### src/rtl/core/qvr_pkg.sv
// shared defaults for the quaternion vector rotate pipeline
package qvr_pkg;

    localparam int COMP_WIDTH_DEF     = 16;
    localparam int QUAT_FRAC_BITS_DEF = 14;
    localparam int LANES              = 3;

endpackage

### src/rtl/core/qvr_sat.sv
// saturation of one rescaled component to the output width
module qvr_sat #(
    parameter int ACC_W  = 3 * qvr_pkg::COMP_WIDTH_DEF + 5,
    parameter int COMP_W = qvr_pkg::COMP_WIDTH_DEF
) (
    input  logic signed [ACC_W-1:0]  i_value,
    output logic signed [COMP_W-1:0] o_value,
    output logic                     o_clip
);

    localparam logic signed [ACC_W-1:0] MAX_V =
        {{(ACC_W-COMP_W+1){1'b0}}, {(COMP_W-1){1'b1}}};
    localparam logic signed [ACC_W-1:0] MIN_V =
        {{(ACC_W-COMP_W+1){1'b1}}, {(COMP_W-1){1'b0}}};

    always_comb begin
        if (i_value > MAX_V) begin
            o_value = MAX_V[COMP_W-1:0];
            o_clip  = 1'b1;
        end else if (i_value < MIN_V) begin
            o_value = MIN_V[COMP_W-1:0];
            o_clip  = 1'b1;
        end else begin
            o_value = i_value[COMP_W-1:0];
            o_clip  = 1'b0;
        end
    end

endmodule

### config.mk
export PLATFORM = sky130hd
export DESIGN_NAME = qvr_sat
export DESIGN_NICKNAME = d
export VERILOG_FILES = /design/src/rtl/core/qvr_pkg.sv /design/src/rtl/core/qvr_sat.sv
export SDC_FILE = /design/constraint.sdc
export NUM_CORES = 1
export LEC_CHECK = 0
export ABC_AREA = 1
export CORE_AREA = 2 2 39 41
export DETAILED_ROUTE_END_ITERATION = 7
export DIE_AREA = 0 0 41 43
export DONT_BUFFER_PORTS = 1
export SLEW_MARGIN = 20
export SYNTH_ARGS = -nofsm -noshare
export SYNTH_HDL_FRONTEND = slang
export SYNTH_SLANG_ARGS = --single-unit
### constraint.sdc
create_clock -name vclk -period 1.65
set_input_delay 0.33 -clock vclk [all_inputs]
set_output_delay 0.33 -clock vclk [all_outputs]
set_load 0.05 [all_outputs]
Word-level counts from Yosys, hierarchy flattened --
Cells that the tools add are included.
Word-level totals: bits of input ports 53, output and inout port bits 17, word-level logic and storage cells 6, flip-flop bits (word level) 0
Operators by class: order comparisons 2, mux-type cells 4
Operators by type and width (count):
- greater-than comparator 53 x 16 -> 1 bit (second input constant) | 1
- < comparator 53 x 16 -> 1 bit (second input constant) | 1
- two-way mux 16 bit | 2
- two-way mux 1 bit | 2

Logic depth before layout (Yosys ltp) --
depth in word-level cells 3, gate-level depth with buffers 9, mapped depth without buffers 8

Worst setup path before layout --
OpenSTA, ideal clock, no wires.
kind input -> output, start point input i_value[48], end point output o_value[10], data required time 1.320 ns, data arrival time 1.363 ns, path slack -0.043 ns, cell stages on the path 6, buffers on the path 1, path through or2_0 -> nor2_1 -> nand3_1 -> o21bai_4 -> buf_6 -> nand2_1
Between the ends: longest elaborated chain between the ends 3, elaborated cells on any way between the ends 4, classes of those cells order compare (2); mux (2)
Ends and longest elaborated chain:
- start, declared | line qvr_sat.sv:6 | input logic signed [ACC_W-1:0] i_value,
- < comparator 53 x 16 -> 1 bit | line qvr_sat.sv:20 | end else if (i_value < MIN_V) begin
- two-way mux 16 bit | line qvr_sat.sv:20
- two-way mux 16 bit * | line qvr_sat.sv:17 | if (i_value > MAX_V) begin
- end, declared | line qvr_sat.sv:7 | output logic signed [COMP_W-1:0] o_value,
Mark *: on every way between the ends. The rest lies on a longest branch, timed or not.

Worst setup path after layout --
start point input i_value[48], end point output o_value[7]
Same word-level chain as after synthesis.

==> flow_summary.yaml <==
sta:
  finalCriticalPeriod_ns: 1.62
  max_freq_mhz: 616
  rsz0062_at_grt: "true"
  fin_crit_sh_pct: 98.3
  hold_viol_final: 0
  drv_slew: 0
  worst_pin_slew_ns: 0.146
  slew_headroom_pct: 90.2
  finalWorstSetupSlack_ns: 0.0276
  setup_viol: 0
synth:
  synth.yosys.seq_area_share_pct: 0
  yosys-top-cells-area: "nand2_1 (54%), nor2_1 (30%), o21bai_4 (4.4%)"
  syn_inst: 105
  yosysWarnings: 0
  syn_area_per_cell_um2: 4.10
  yosys.area.top_type: "nand2_1"
  synth_area_um2: 430
  syn-num-nets: 158
  synth_top_area_share_pct: 54.1
  ys_types: 10
status:
  status: "finished clean"
worst_setup_path:
  crit_buf_inv: 2
  startpoint: "i_value[48]"
  worstPathArrival_ns: 1.29
  cp-end-kind: "output pin"
  slowest_stage: "or2_0"
  path_cells: "or2_0, nor2_1, nand3_1, o21bai_4, buf_12, nand2_1, buf_6"
  criticalPathCategory: "input port to output pin"
  cp_slowest_stage_delay_ns: 0.20
  critPathLaunchType: "input port"
  crit_family: "simple AND/OR/NAND/NOR gates"
  critPathMaxFanout: 16
  required_ns: 1.32
power:
  internal_power_uw: 93.2
  pwr-share-clk_pct: 0
  power_frac_seq_pct: 0
  combPwrFrac_pct: 100.0
  leakage_uw: 0.000329
  switching_share_pct: 61.7
  powerDensity_nw_per_um2: 316
  switchingPower_uw: 150
  peakVddDrop_mv: 0.167
floorplan:
  die_h_um: 43
  dieWidth_um: 41
  die-area_um2: 1760
  rows: 14
  start_util_pct: 31.1
  num_io_pins: 70
  core-area_um2: 1380
place:
  dp_slack_ns: -0.0136
  gp_congestion: 0.661
  post-dp-hpwl_um: 1110
  io_buffers: 0
  place_area_um2: 568
routing:
  ant_nets: 0
  drt_iter0_markers: 4
  wl_per_cell_um: 11.6
  drc: 0
  dr_total_vias: 668
  dr.pass1.iters: 4
  wl_um: 1570
  via_per_inst: 4.91
global_route:
  grtUsageTotal_pct: 12.7
  antenna_found_initial: 0
  grt_max_degree: 17
  gr-total-overflow: 0
  grt_pass1_vias: 545
  grt_first_pass_wirelength_um: 1730
clock_network:
  postCtsSetupBuffers: 0
  hold_buffers: 0
cells_and_area:
  layout.cells.most_common: "nand2_1"
  drive_gt1_share_pct: 40.8
  postLayoutCellArea_um2: 769
  diodes: 0
  nClkBuffers: 0
  regArea_um2: 0
  fillers: 143
  nNetsFinal: 175
  mostFrequentLayoutCells: "nand2_1 (42), nor2_1 (26), nand2_2 (15)"
  syn2layout_area_growth_pct: 78.8
  nFlopsAndLatches: 0
min_path:
  hp-class: "input port to output pin"
  hp-start: "i_value[52]"
flow_run:
  timing.max_cap.violations: 0
==> worst paths after layout <==
path	endpoint	slack, ns	cells after the start
max	o_value[7]	0.03	7
min	o_value[15]	0.66	0
==> metal layers <==
layer  track usage (%)  vias to the layer above  wire length (um)
li1                  -                      349                 -
met1              11.7                      284               533
met2              26.3                       35               896
met3              1.05                        0               145
met4              2.67                        0                 0
met5                 0                        -                 0
==> layout make-up <==
type / instances / area [um^2] / share of cell area (%)
Multi-Input combinational cell: 103 / 538 / 69.9
Timing Repair Buffer: 17 / 211 / 27.5
Tap cell: 16 / 20.0 / 2.60
==> power by group through the flow <==
stage          logic (uW)  clock network, uW  registers (uW)
4_1_cts               199                  0               0
5_1_grt               257                  0               0
2_1_floorplan         155                  0               0
6_report              243                  0               0
3_3_place_gp          194                  0               0
3_5_place_dp          198                  0               0
==> cell families (layout without fill, tap and decap cells) <==
| logic type | Yosys count | count (layout) | share of synthesized area [%] |
|---|---|---|---|
| AOI/OAI and AO/OA | 1 | 1 | 4.36 |
| and+or+nand+nor | 101 | 102 | 90.4 |
| buffers and inverters | 3 | 17 | 5.23 |
==> Yosys cell counts, drive strengths merged <==
cell / number
nand3: 2
buf: 2
clkbuf: 1
o21bai: 1
nand4: 1
nor2: 34
nand2: 63
or2: 1
==> what timing repair did <==
| item | in CTS | in global routing |
|---|---|---|
| endpoints found under the setup margin | 6 | 16 |
| gates resized for setup | 1 | 56 |
| gates cloned | 0 | 1 |
| pin swaps | 0 | 20 |
| hold endpoints to repair | 0 | 0 |
==> through the flow <==
stage,cells,TNS (ns),hold slack (ns),util (%),total power [uW]
3_5_place_dp,135,-0.0386,0.661,41.0,198
2_1_floorplan,105,-0.424,0.929,-,155
3_3_place_gp,135,0,0.661,41.0,194
5_1_grt,136,-0.731,0.660,55.6,257
6_report,136,0,0.660,55.6,243
4_1_cts,135,0,0.661,41.4,199
Note: power is estimated with default switching activity, not from simulation.
